## config.mk

```make
export PLATFORM = sky130hd
export DESIGN_NAME = counter_priority_task_scheduler_unit
export DESIGN_NICKNAME = d
export VERILOG_FILES = /design/src/hdl/cpts_pkg.sv /design/src/hdl/cpts_cell.sv /design/src/hdl/counter_priority_task_scheduler_unit.sv
export SDC_FILE = /design/constraint.sdc
export NUM_CORES = 2
export LEC_CHECK = 0
export BUFFER_PORTS_ARGS = -buffer_cell sky130_fd_sc_hd__buf_4
export CORE_UTILIZATION = 34
export CTS_BUF_LIST = sky130_fd_sc_hd__clkbuf_2 sky130_fd_sc_hd__clkbuf_4 sky130_fd_sc_hd__clkbuf_8
export CTS_CLUSTER_DIAMETER = 40
export DETAILED_ROUTE_END_ITERATION = 10
export REMOVE_ABC_BUFFERS = 1
export SYNTH_ARGS = -nofsm -noshare
export SYNTH_HDL_FRONTEND = slang
export SYNTH_SLANG_ARGS = --single-unit
```

## constraint.sdc

```tcl
create_clock -name clk_i -period 13.25 [get_ports clk_i]
set_input_delay 0.6625 -clock clk_i [delete_from_list [all_inputs] [get_ports clk_i]]
set_output_delay 0.6625 -clock clk_i [all_outputs]
set_load 0.05 [all_outputs]
```

## src/hdl/cpts_pkg.sv

```systemverilog
package cpts_pkg;

  localparam int TASK_SLOTS = 16;
  localparam int PRIO_BITS  = 8;
  localparam int SLOT_BITS  = $clog2(TASK_SLOTS);
  localparam int CNT_BITS   = 10;
  localparam int DEPTH_BITS = 8;
  localparam int SUM_BITS   = ((PRIO_BITS > CNT_BITS) ? PRIO_BITS : CNT_BITS) + 1;
  localparam int SCAN_BITS  = $clog2(TASK_SLOTS + 1);

  localparam logic [CNT_BITS-1:0]   SLICE_MAX = '1;
  localparam logic [DEPTH_BITS-1:0] DEPTH_MAX = '1;

  // Request codes carried in the req_type field of an input word.
  typedef enum logic [2:0] {
    REQ_TICK     = 3'd0,
    REQ_YIELD    = 3'd1,
    REQ_ADD      = 3'd2,
    REQ_DISABLE  = 3'd3,
    REQ_ENABLE   = 3'd4,
    REQ_SET_RUN  = 3'd5
  } req_e;

  // Operations broadcast from the controller to every cell.
  typedef enum logic [2:0] {
    OP_NOP     = 3'd0,
    OP_TICK    = 3'd1,
    OP_YIELD   = 3'd2,
    OP_ADD     = 3'd3,
    OP_DISABLE = 3'd4,
    OP_ENABLE  = 3'd5,
    OP_SET_RUN = 3'd6,
    OP_RECALC  = 3'd7
  } op_e;

  typedef struct packed {
    logic [2:0] req_type;
    logic [3:0] slot;
    logic [7:0] prio;
    logic       runnable;
  } in_word_t;

  typedef struct packed {
    logic [3:0] current_task;
    logic       switched;
    logic       no_runnable;
    logic [9:0] slice_left;
  } out_word_t;

  typedef struct packed {
    op_e                  op;
    logic [SLOT_BITS-1:0] slot;
    logic [PRIO_BITS-1:0] prio;
    logic                 runnable;
  } cmd_t;

  // Best candidate seen so far, handed from one cell to the next.
  typedef struct packed {
    logic                 found;
    logic [SLOT_BITS-1:0] idx;
    logic [CNT_BITS-1:0]  cnt;
  } link_t;

  typedef struct packed {
    logic [CNT_BITS-1:0]   cnt;
    logic [DEPTH_BITS-1:0] depth;
  } view_t;

  function automatic logic [CNT_BITS-1:0] fit_count(input logic [SUM_BITS-1:0] v);
    logic [CNT_BITS-1:0] r;
    if (v > SUM_BITS'(SLICE_MAX)) begin
      r = SLICE_MAX;
    end else begin
      r = v[CNT_BITS-1:0];
    end
    return r;
  endfunction

endpackage

```

## src/hdl/cpts_cell.sv

```systemverilog
module cpts_cell (
  input  logic                           clk_i,
  input  logic                           rst_ni,
  input  logic [cpts_pkg::SLOT_BITS-1:0] cell_id_i,
  input  cpts_pkg::cmd_t                 cmd_i,
  input  cpts_pkg::link_t                link_i,
  output cpts_pkg::link_t                link_o,
  output cpts_pkg::view_t                view_o
);

  logic                              valid_q, valid_d;
  logic                              run_q, run_d;
  logic [cpts_pkg::CNT_BITS-1:0]     cnt_q, cnt_d;
  logic [cpts_pkg::PRIO_BITS-1:0]    prio_q, prio_d;
  logic [cpts_pkg::DEPTH_BITS-1:0]   depth_q, depth_d;
  cpts_pkg::link_t                   link_q, link_d;
  logic                              hit;
  logic                              is_first;
  logic [cpts_pkg::SUM_BITS-1:0]     recalc_sum;

  assign hit        = (cmd_i.slot == cell_id_i);
  assign is_first   = (cell_id_i == '0);
  assign recalc_sum = cpts_pkg::SUM_BITS'(cnt_q >> 1) + cpts_pkg::SUM_BITS'(prio_q);

  always_comb begin
    valid_d = valid_q;
    run_d   = run_q;
    cnt_d   = cnt_q;
    prio_d  = prio_q;
    depth_d = depth_q;
    case (cmd_i.op)
      cpts_pkg::OP_TICK: begin
        if (hit && cnt_q != '0) begin
          cnt_d = cnt_q - 1'b1;
        end
      end
      cpts_pkg::OP_YIELD: begin
        if (hit) begin
          cnt_d = '0;
        end
      end
      cpts_pkg::OP_ADD: begin
        if (hit) begin
          valid_d = 1'b1;
          run_d   = 1'b1;
          prio_d  = cmd_i.prio;
          cnt_d   = cpts_pkg::fit_count(cpts_pkg::SUM_BITS'(cmd_i.prio));
          depth_d = '0;
        end
      end
      cpts_pkg::OP_DISABLE: begin
        if (hit && depth_q != cpts_pkg::DEPTH_MAX) begin
          depth_d = depth_q + 1'b1;
        end
      end
      cpts_pkg::OP_ENABLE: begin
        if (hit && depth_q != '0) begin
          depth_d = depth_q - 1'b1;
        end
      end
      cpts_pkg::OP_SET_RUN: begin
        if (hit && valid_q) begin
          run_d = cmd_i.runnable;
        end
      end
      cpts_pkg::OP_RECALC: begin
        if (valid_q) begin
          cnt_d = cpts_pkg::fit_count(recalc_sum);
        end
      end
      default: begin
      end
    endcase
  end

  // A strictly greater count is needed to take over, so ties stay with the lower slot.
  always_comb begin
    link_d = link_i;
    if (valid_q && run_q && (!link_i.found || cnt_q > link_i.cnt)) begin
      link_d.found = 1'b1;
      link_d.idx   = cell_id_i;
      link_d.cnt   = cnt_q;
    end
  end

  always_ff @(posedge clk_i or negedge rst_ni) begin
    if (!rst_ni) begin
      valid_q <= is_first;
      run_q   <= is_first;
      cnt_q   <= '0;
      prio_q  <= cpts_pkg::PRIO_BITS'(is_first);
      depth_q <= '0;
      link_q  <= '0;
    end else begin
      valid_q <= valid_d;
      run_q   <= run_d;
      cnt_q   <= cnt_d;
      prio_q  <= prio_d;
      depth_q <= depth_d;
      link_q  <= link_d;
    end
  end

  assign link_o       = link_q;
  assign view_o.cnt   = cnt_q;
  assign view_o.depth = depth_q;

endmodule

```

## src/hdl/counter_priority_task_scheduler_unit.sv

```systemverilog
// Channel | Direction | Handshake             | Word
// in      | input     | in_valid_i / in_stall_o   | cpts_pkg::in_word_t
// out     | output    | out_valid_o / out_stall_i | cpts_pkg::out_word_t
//
// An event that needs no schedule goes straight from acceptance to ST_DONE and its result word.
// A schedule waits in ST_SCAN for the search to ripple through the chain of cells;
// a recompute adds a second pass through the chain. One event is worked on at a time.
// After reset slot 0 is the only task, valid and runnable with priority one and an empty slice.
// A stalled output word is held in its register while the next event is already taken in.

module counter_priority_task_scheduler_unit (
  input  logic                clk_i,
  input  logic                rst_ni,
  input  logic                in_valid_i,
  output logic                in_stall_o,
  input  cpts_pkg::in_word_t  in_word_i,
  output logic                out_valid_o,
  input  logic                out_stall_i,
  output cpts_pkg::out_word_t out_word_o
);

  // One-hot controller states: waiting for an event, waiting on the search chain,
  // and handing the result word to the output register.
  typedef enum logic [2:0] {
    ST_IDLE = 3'b001,
    ST_SCAN = 3'b010,
    ST_DONE = 3'b100
  } state_e;

  state_e                           state_q, state_d;
  logic [cpts_pkg::SCAN_BITS-1:0]   scan_q, scan_d;
  logic                             pass2_q, pass2_d;
  logic                             sched_q, sched_d;
  logic                             none_q, none_d;
  logic [cpts_pkg::SLOT_BITS-1:0]   before_q, before_d;
  logic [cpts_pkg::SLOT_BITS-1:0]   running_q, running_d;
  logic                             out_valid_q, out_valid_d;
  cpts_pkg::out_word_t              out_word_q, out_word_d;

  cpts_pkg::cmd_t                   cmd;
  cpts_pkg::link_t                  chain_in  [cpts_pkg::TASK_SLOTS];
  cpts_pkg::link_t                  chain_out [cpts_pkg::TASK_SLOTS];
  cpts_pkg::view_t                  views     [cpts_pkg::TASK_SLOTS];
  cpts_pkg::link_t                  best;
  cpts_pkg::view_t                  cur_view;
  logic                             accept;
  logic                             slot_ok;
  logic                             need_sched;
  logic                             scan_done;
  logic                             recalc;
  logic                             out_free;
  logic                             out_load;
  logic [cpts_pkg::PRIO_BITS-1:0]   prio_fit;

  // The row of cells. Each cell owns one task slot and passes the best candidate so far
  // on to its neighbour every cycle; the last cell's register holds the overall winner.
  for (genvar i = 0; i < cpts_pkg::TASK_SLOTS; i++) begin : g_cell
    if (i == 0) begin : g_head
      assign chain_in[i] = '0;
    end else begin : g_link
      assign chain_in[i] = chain_out[i-1];
    end
    cpts_cell u_cell (
      .clk_i     (clk_i),
      .rst_ni    (rst_ni),
      .cell_id_i (cpts_pkg::SLOT_BITS'(i)),
      .cmd_i     (cmd),
      .link_i    (chain_in[i]),
      .link_o    (chain_out[i]),
      .view_o    (views[i])
    );
  end

  assign best       = chain_out[cpts_pkg::TASK_SLOTS-1];
  assign cur_view   = views[running_q];
  assign accept     = in_valid_i && (state_q == ST_IDLE);
  assign slot_ok    = ({28'd0, in_word_i.slot} < 32'(cpts_pkg::TASK_SLOTS));
  assign scan_done  = (state_q == ST_SCAN) &&
                      (scan_q == cpts_pkg::SCAN_BITS'(cpts_pkg::TASK_SLOTS));
  // A recompute happens only on the first pass, when the best runnable count is zero.
  assign recalc     = scan_done && !pass2_q && best.found && (best.cnt == '0);
  assign out_free   = !out_valid_q || !out_stall_i;
  assign out_load   = (state_q == ST_DONE) && out_free;

  // A priority of zero is stored as one, so that a recompute never leaves a zero count.
  always_comb begin
    prio_fit = cpts_pkg::PRIO_BITS'(in_word_i.prio);
    if (prio_fit == '0) begin
      prio_fit = cpts_pkg::PRIO_BITS'(1);
    end
  end

  // Command broadcast to the cells. Events aimed at the running task carry its slot.
  always_comb begin
    cmd.op       = cpts_pkg::OP_NOP;
    cmd.slot     = running_q;
    cmd.prio     = prio_fit;
    cmd.runnable = in_word_i.runnable;
    need_sched   = 1'b0;
    if (accept) begin
      case (in_word_i.req_type)
        cpts_pkg::REQ_TICK: begin
          cmd.op     = cpts_pkg::OP_TICK;
          // The count reaches zero after the decrement when it is now zero or one.
          need_sched = (cur_view.cnt == '0 || cur_view.cnt == cpts_pkg::CNT_BITS'(1)) &&
                       (cur_view.depth == '0);
        end
        cpts_pkg::REQ_YIELD: begin
          cmd.op     = cpts_pkg::OP_YIELD;
          need_sched = 1'b1;
        end
        cpts_pkg::REQ_ADD: begin
          if (slot_ok) begin
            cmd.op   = cpts_pkg::OP_ADD;
            cmd.slot = cpts_pkg::SLOT_BITS'(in_word_i.slot);
          end
        end
        cpts_pkg::REQ_DISABLE: begin
          cmd.op = cpts_pkg::OP_DISABLE;
        end
        cpts_pkg::REQ_ENABLE: begin
          cmd.op = cpts_pkg::OP_ENABLE;
        end
        cpts_pkg::REQ_SET_RUN: begin
          if (slot_ok) begin
            cmd.op   = cpts_pkg::OP_SET_RUN;
            cmd.slot = cpts_pkg::SLOT_BITS'(in_word_i.slot);
          end
        end
        default: begin
        end
      endcase
    end else if (recalc) begin
      cmd.op = cpts_pkg::OP_RECALC;
    end
  end

  // Controller. The cells take the event at the accepting edge; a schedule then waits for
  // the chain to settle on the new state before it reads the winner.
  always_comb begin
    state_d     = state_q;
    scan_d      = scan_q;
    pass2_d     = pass2_q;
    sched_d     = sched_q;
    none_d      = none_q;
    before_d    = before_q;
    running_d   = running_q;
    out_valid_d = out_valid_q;
    out_word_d  = out_word_q;
    if (out_valid_q && !out_stall_i) begin
      out_valid_d = 1'b0;
    end
    case (state_q)
      ST_IDLE: begin
        if (accept) begin
          before_d = running_q;
          none_d   = 1'b0;
          sched_d  = need_sched;
          pass2_d  = 1'b0;
          scan_d   = '0;
          state_d  = need_sched ? ST_SCAN : ST_DONE;
        end
      end
      ST_SCAN: begin
        if (!scan_done) begin
          scan_d = scan_q + 1'b1;
        end else if (!best.found) begin
          // Nothing runnable: the running task is kept and no recompute takes place.
          none_d  = 1'b1;
          state_d = ST_DONE;
        end else if (recalc) begin
          pass2_d = 1'b1;
          scan_d  = '0;
        end else begin
          running_d = best.idx;
          state_d   = ST_DONE;
        end
      end
      ST_DONE: begin
        if (out_free) begin
          out_valid_d             = 1'b1;
          out_word_d.current_task = 4'(running_q);
          out_word_d.switched     = (running_q != before_q);
          out_word_d.no_runnable  = none_q;
          out_word_d.slice_left   = cur_view.cnt;
          state_d                 = ST_IDLE;
        end
      end
      default: begin
        state_d = ST_IDLE;
      end
    endcase
  end

  always_ff @(posedge clk_i or negedge rst_ni) begin
    if (!rst_ni) begin
      state_q     <= ST_IDLE;
      scan_q      <= '0;
      pass2_q     <= 1'b0;
      sched_q     <= 1'b0;
      none_q      <= 1'b0;
      before_q    <= '0;
      running_q   <= '0;
      out_valid_q <= 1'b0;
    end else begin
      state_q     <= state_d;
      scan_q      <= scan_d;
      pass2_q     <= pass2_d;
      sched_q     <= sched_d;
      none_q      <= none_d;
      before_q    <= before_d;
      running_q   <= running_d;
      out_valid_q <= out_valid_d;
    end
  end

  always_ff @(posedge clk_i) begin
    out_word_q <= out_word_d;
  end

  assign in_stall_o  = (state_q != ST_IDLE);
  assign out_valid_o = out_valid_q;
  assign out_word_o  = out_word_q;

  // The running task only moves at the end of a search.
  a_running_moves_on_scan: assert property (@(posedge clk_i) disable iff (!rst_ni)
    (state_q != ST_SCAN) |=> $stable(running_q))
    else $error("running task changed outside a schedule");

  // After a recompute every valid runnable task has a nonzero count, so one is found.
  a_second_pass_finds: assert property (@(posedge clk_i) disable iff (!rst_ni)
    (scan_done && pass2_q) |-> best.found)
    else $error("second search pass found no runnable task");

  // Events without a schedule report neither a switch nor an empty run queue.
  a_quiet_without_schedule: assert property (@(posedge clk_i) disable iff (!rst_ni)
    (out_load && !sched_q) |=> (!out_word_o.switched && !out_word_o.no_runnable))
    else $error("flags raised on an event that ran no schedule");

  // An empty run queue keeps the running task.
  a_none_keeps_task: assert property (@(posedge clk_i) disable iff (!rst_ni)
    (out_load && none_q) |=> !out_word_o.switched)
    else $error("task switched although nothing was runnable");

endmodule
```

### Word-level counts from Yosys, hierarchy flattened

Cells that the tools add are included.

| storage, ports and cells | value |
|---|---|
| register bits after elaboration | 722 |
| latch bits | 0 |
| memory bits (writable) | 0 |
| memory bits (read-only) | 0 |
| input port bits | 20 |
| output and inout port bits | 18 |
| logic and storage cells | 913 |
| memories kept | 0 |

| operators by class | value |
|---|---|
| $add $sub $neg | 65 |
| multipliers | 0 |
| divide/modulo/power cells | 0 |
| order comparisons | 32 |
| equal/unequal tests | 170 |
| shift operators | 0 |
| muxes and demuxes | 257 |
| bitwise gates (word level) | 2 |
| reduce and logical (&&, ||, !) cells | 249 |

Operators with widths:

| cell | number |
|---|---|
| $mux W10 | 79 |
| $pmux W10 S4 | 16 |
| $mux W8 | 49 |
| $pmux W8 S3 | 16 |
| $mux W15 | 16 |
| $ne A2 B1 Y1 const B | 112 |
| $gt A11 B10 Y1 const B | 16 |
| $add A9 B8 Y10 | 16 |
| $reduce_bool A10 Y1 | 16 |
| $sub A10 B1 Y10 const B | 16 |
| $gt A10 B10 Y1 | 15 |
| $add A8 B1 Y8 const B | 16 |
| $ne A8 B8 Y1 const B | 16 |
| $reduce_bool A8 Y1 | 16 |
| $sub A8 B1 Y8 const B | 16 |
| $logic_and A1 B1 Y1 | 100 |
| $reduce_and A4 Y1 | 21 |
| $reduce_and A5 Y1 | 16 |
| $bmux W18 S4 | 1 |
| $reduce_and A3 Y1 | 16 |
| $mux W1 | 42 |
| $pmux W1 S2 | 19 |
| $mux W18 | 2 |
| $reduce_and A2 Y1 | 18 |
| 34 further kinds | 109 |

### Depth between registers and ports, before layout

| depth | value |
|---|---|
| depth in word-level cells | 12 |
| depth in mapped cells | 15 |
| depth with buffers taken out | 11 |

### Worst setup path before layout

OpenSTA, ideal clock, no wires.

| path | value |
|---|---|
| path type | input port to flip-flop |
| from | input port in_word_i[14] (netlist name) |
| to | register g_cell[13].u_cell.depth_q[7] (netlist name) |
| setup time | 0.129 ns |
| arrival | 6.575 ns |
| data required time | 13.121 ns |
| slack | 6.546 ns |
| stages on the path | 14 |
| path buffers | 3 |
| cells stage by stage | clkbuf_1 > nor3b_2 > nand2_1 > buf_2 > inv_1 > clkbuf_1 > ha_1 > a21o_1 > a21oi_1 > o21bai_1 > a2111o_1 > and4_1 > nor4_1 > nand2_1 |

| between the ends | value |
|---|---|
| longest elaborated chain between the ends | 8 |
| elaborated cells on any way between the ends | 23 |
| classes of those cells | eq/ne (12); mux (5); reduce/logical (6) |

Ends and longest elaborated chain:

| element | RTL line | RTL |
|---|---|---|
| start: declaration | counter_priority_task_scheduler_unit.sv:16 | `input cpts_pkg::in_word_t in_word_i,` |
| $eq A3 B3 Y1 or $eq A3 B2 Y1 (tied branches) | counter_priority_task_scheduler_unit.sv:101 | `case (in_word_i.req_type)` |
| $reduce_or A2 Y1 (no source line) | -- |  |
| $mux W4 | -- |  |
| $mux W4 | counter_priority_task_scheduler_unit.sv:100 | `if (accept) begin` |
| $eq A4 B4 Y1 | cpts_cell.sv:21 | `assign hit = (cmd_i.slot == cell_id_i);` |
| $logic_and A1 B1 Y1 (on tied branches) | cpts_cell.sv:57, cpts_cell.sv:52 |  |
| $ne A2 B1 Y1 (no source line) | -- |  |
| $reduce_and A4 Y1 (no source line) | -- |  |
| end signal: assignment | cpts_cell.sv:99 | `depth_q <= depth_d;` |
| end: declaration | cpts_cell.sv:15 | `logic [cpts_pkg::DEPTH_BITS-1:0] depth_q, depth_d;` |

Several ways; a longest one is shown, not always the timed one.
A chain may end at the register's enable or synchronous reset.

### Worst setup path in the final report

| path | value |
|---|---|
| from | register state_q[0] |
| to | register g_cell[15].u_cell.depth_q[7] (netlist name) |

| between the ends | value |
|---|---|
| longest elaborated chain between the ends | 10 |
| elaborated cells on any way between the ends | 22 |
| classes of those cells | eq/ne (9); mux (4); reduce/logical (9) |

Ends and longest elaborated chain:

| element | RTL line | RTL |
|---|---|---|
| start: declaration | counter_priority_task_scheduler_unit.sv:30 | `state_e state_q, state_d;` |
| start signal: assignment | counter_priority_task_scheduler_unit.sv:206 | `state_q <= state_d;` |
| $eq A3 B2 Y1 | counter_priority_task_scheduler_unit.sv:78 | `assign scan_done = (state_q == ST_SCAN) &&` |
| $logic_and A1 B1 Y1 | counter_priority_task_scheduler_unit.sv:78 |  |
| $logic_and A1 B1 Y1 (3 in series) | counter_priority_task_scheduler_unit.sv:81 | `assign recalc = scan_done && !pass2_q && best.found && (best.cnt == '0);` |
| $mux W3 | counter_priority_task_scheduler_unit.sv:133 | `end else if (recalc) begin` |
| $mux W3 | counter_priority_task_scheduler_unit.sv:100 |  |
| $eq A3 B3 Y1 or $eq A3 B2 Y1 (tied branches) | cpts_cell.sv:31 | `case (cmd_i.op)` |
| $ne A2 B1 Y1 (no source line) or $reduce_bool A3 Y1 (tied branches) | -- |  |
| $reduce_and A4 Y1 (no source line) | -- |  |
| end signal: assignment | cpts_cell.sv:99 |  |
| end: declaration | cpts_cell.sv:15 |  |

Several ways; a longest one is shown, not always the timed one.

==> flow_metrics.tcl <==
set metrics [dict create \
    htree_levels 4 \
    end_kind "flop" \
    r2r_cells 13 \
    cts_tree "done" \
    r2r_start "state_q[0]" \
    fin_nets 5715 \
    worstPathMaxFanout 50 \
    wirelength_um 161000 \
    numCtsBuffers 145 \
    ys_seq_area_frac 0.362 \
    timing_hold_violations_final 0 \
    final_common_cell "dfrtp_1" \
    hpwlAfterDp_um 109000 \
    dieArea_sq_um 146000 \
    antenna_found_initial 9 \
    yosys.cell_types.count 88 \
    path_clk_slew_ps 60 \
    whs_endpoint "g_cell[0].u_cell.run_q" \
    fin_setup_tns_ps 0 \
    synthCells 5308 \
    clk_path_buf_depth 3 \
    max_freq_mhz 210 \
    ys_async_sr_fraction 0.977 \
    max-cap-violations 0 \
    period_share 0.359 \
    area_delta_synth_final_pct 11.5 \
    wire_per_inst_um 22.1 \
    num_vias 42825 \
    cp.arrival_ps 5540 \
    numClockSinks 707 \
    yosys-top-cells-area "dfrtp_1 35%, ha_1 10%, mux2_2 3.8%" \
    port_buffers 37 \
    yosysWarnings 0 \
    slew_violations 0 \
    criticalPathCategory "flop to flop" \
    rrSetupSlack_ps 8490 \
    cp_top_family "buffers and inverters" \
    clock_latency_ps 890 \
    grt_max_degree 93 \
    cts_resized 0 \
    syn_area_per_cell_sq_um 9.24 \
    ys_ff_latch 707 \
    grt_pass1_vias 40553 \
    total_power_mw 7.05 \
    grt_use_total 0.217 \
    io_pins 38 \
    path_cells "and4bb_2 > nand2_1 > inv_4 > buf_4 > buf_4 > ha_1 > a21o_1 > a211oi_1 > o21ai_0 > o211ai_1 > xnor2_1 > or4_1 > nand3_1" \
    nFillCells 14271 \
    fin_crit_ps 4760 \
    timing.rr.end "g_cell[15].u_cell.depth_q[7]" \
    grt_pass1_wl_um 247000 \
    synth_edf_count 16 \
    holdWs_ps 239 \
    postCtsHoldBufs 2 \
    die_h_um 382 \
    synth_area_sq_um 49100 \
    overflow 0 \
    cts-root-buf "clkbuf_8" \
    critPathSlowestCell "buf_4" \
    seq_area_sq_um 17800 \
    synth_top_area_share 0.351 \
    die_x_um 382 \
    worst_pin_slew_ps 1350 \
    cpPeakStageDelay_ps 630 \
    leakagePower_nw 24.9 \
    synth_top_cell_by_area "dfrtp_1" \
    crit_top_cell "buf_4" \
    rsz0062_at_grt "false" \
    critPathLaunchType "flop" \
    relSlewSlack 0.103 \
    vias_per_cell 5.88 \
    worst-path-buf-inv 3 \
    start_util 0.342 \
    drc 0 \
    hp-class "primary input to flop" \
    placementRows 139 \
    final_cell_mix "686 x dfrtp_1, 471 x nand2_1, 392 x ha_1, 343 x a21oi_1, 284 x inv_1" \
    max-vdd-ir-drop_v 0.0000701 \
    min_from "in_word_i[0]" \
    required_ps 14030 \
    core_area_sq_um 143000 \
    skew_ps 40.2 \
    layout_setup_ws_ps 8490 \
    first_pass_iters 5 \
    ys.flop_type "dfrtp_1" \
    setup_viol 0 \
    pre_cts_ws_ps 8280 \
    cts_setup_buffers 0 \
    power_density_nw_per_um2 129 \
    drtAntennaViolNets 0 \
    drtIter0Drc 4020 \
    status "finished, final reports clean" \
    gp_congestion 0.894 \
    drive_gt1_frac 0.119 \
    worstHoldPathCells 3 \
    multiInputGateArea_sq_um 29200 \
]
-- final cells by class --
class | instances | share of cell area
clock inverter | 49 | 0.0133
tap | 1903 | 0.0435
sequential | 707 | 0.325
inverter | 285 | 0.0196
antenna | 2 | 0.0000915
timing repair buffer | 106 | 0.0148
clock buffer | 210 | 0.0502
multi-input combinational | 4026 | 0.533
-- worst max path at each step --
stage	start	to	slack (ps)	cells after the start
5_1_grt	state_q[0]	g_cell[15].u_cell.depth_q[7]	8120	13
3_3_place_gp	in_word_i[15]	g_cell[15].u_cell.depth_q[7]	8360	14
4_1_cts	state_q[0]	g_cell[15].u_cell.depth_q[7]	8520	13
3_5_place_dp	in_word_i[15]	g_cell[15].u_cell.depth_q[7]	8280	14
6_report	state_q[0]	g_cell[15].u_cell.depth_q[7]	8490	13
2_1_floorplan	in_valid_i	g_cell[13].u_cell.cnt_q[0]	3010	6
-- through the flow --
step / instances / utilization / cell area, sq um
final: 7288 / 0.382 / 54700
after global routing: 7288 / 0.382 / 54700
after CTS: 7286 / 0.382 / 54700
after detailed placement: 7025 / 0.357 / 51200
after global placement: 7025 / 0.357 / 51200
after floorplan: 5018 / - / 47900
-- registers in the layout, summed over array words and instances (netlist names) --
signal / count
g_cell.u_cell.prio_q: 128
scan_q: 5
running_q: 4
g_cell.u_cell.link_o: 225
g_cell.u_cell.depth_q: 128
pass2_q: 1
out_valid_o: 1
state_q: 3
g_cell.u_cell.valid_q: 15
before_q: 4
out_word_o: 16
none_q: 1
g_cell.u_cell.cnt_q: 160
g_cell.u_cell.run_q: 16
-- cell families (layout without fill, tap and decap cells) --
family                     after synthesis  count (layout)  share of synthesized area
adders and majority gates              424             424                      0.113
and+or+nand+nor                       1703            1703                      0.174
AOI/OAI and AO/OA                     1475            1475                      0.207
other                                    0               2                          0
DFF                                    707             707                      0.362
xor gates and xnor gates               194             194                     0.0346
buffers and inverters                  575             650                     0.0460
muxes                                  230             230                     0.0630
-- tightest hold or removal path, cell delays in order --
cell,delay (ps)
buf_4,120
nor3_2,120
a21oi_1,160
-- Yosys cell counts, drive strengths merged, types with 23 or more instances --
library cell,number
or2,26
nor2b,37
clkbuf,210
a21oi,359
mux2,165
o21ai,241
o21a,55
o211ai,40
inv,285
o22a,49
dfrtp,688
or3,101
a31oi,63
xor2,88
nand3,238
a22oi,30
o2111ai,102
a32oi,42
o31ai,88
ha,392
a2111oi,23
and2,46
o311a,33
nand2,472
nand4,106
xnor2,106
mux4,43
o21bai,32
nor3,171
nor2,283
buf,80
nand2b,41
a221oi,28
a21o,124
nand4b,52
nor4,45
fa,32
-- power by group --
part           switching, mW  internal (mW)
sequential             0.244           2.40
combinational           1.10          0.573
clock                   1.07           1.67
total                   2.41           4.64
-- routing by layer --
layer / vias to the layer above / track usage / share of wire
met4: 4 / 0.0923 / 0.042
met2: 1533 / 0.342 / 0.45
li1: 19852 / - / -
met3: 364 / 0.0349 / 0.064
met5: - / 0 / 0.00021
met1: 21072 / 0.294 / 0.44
No activity file was read; power rests on OpenSTA's default activity.
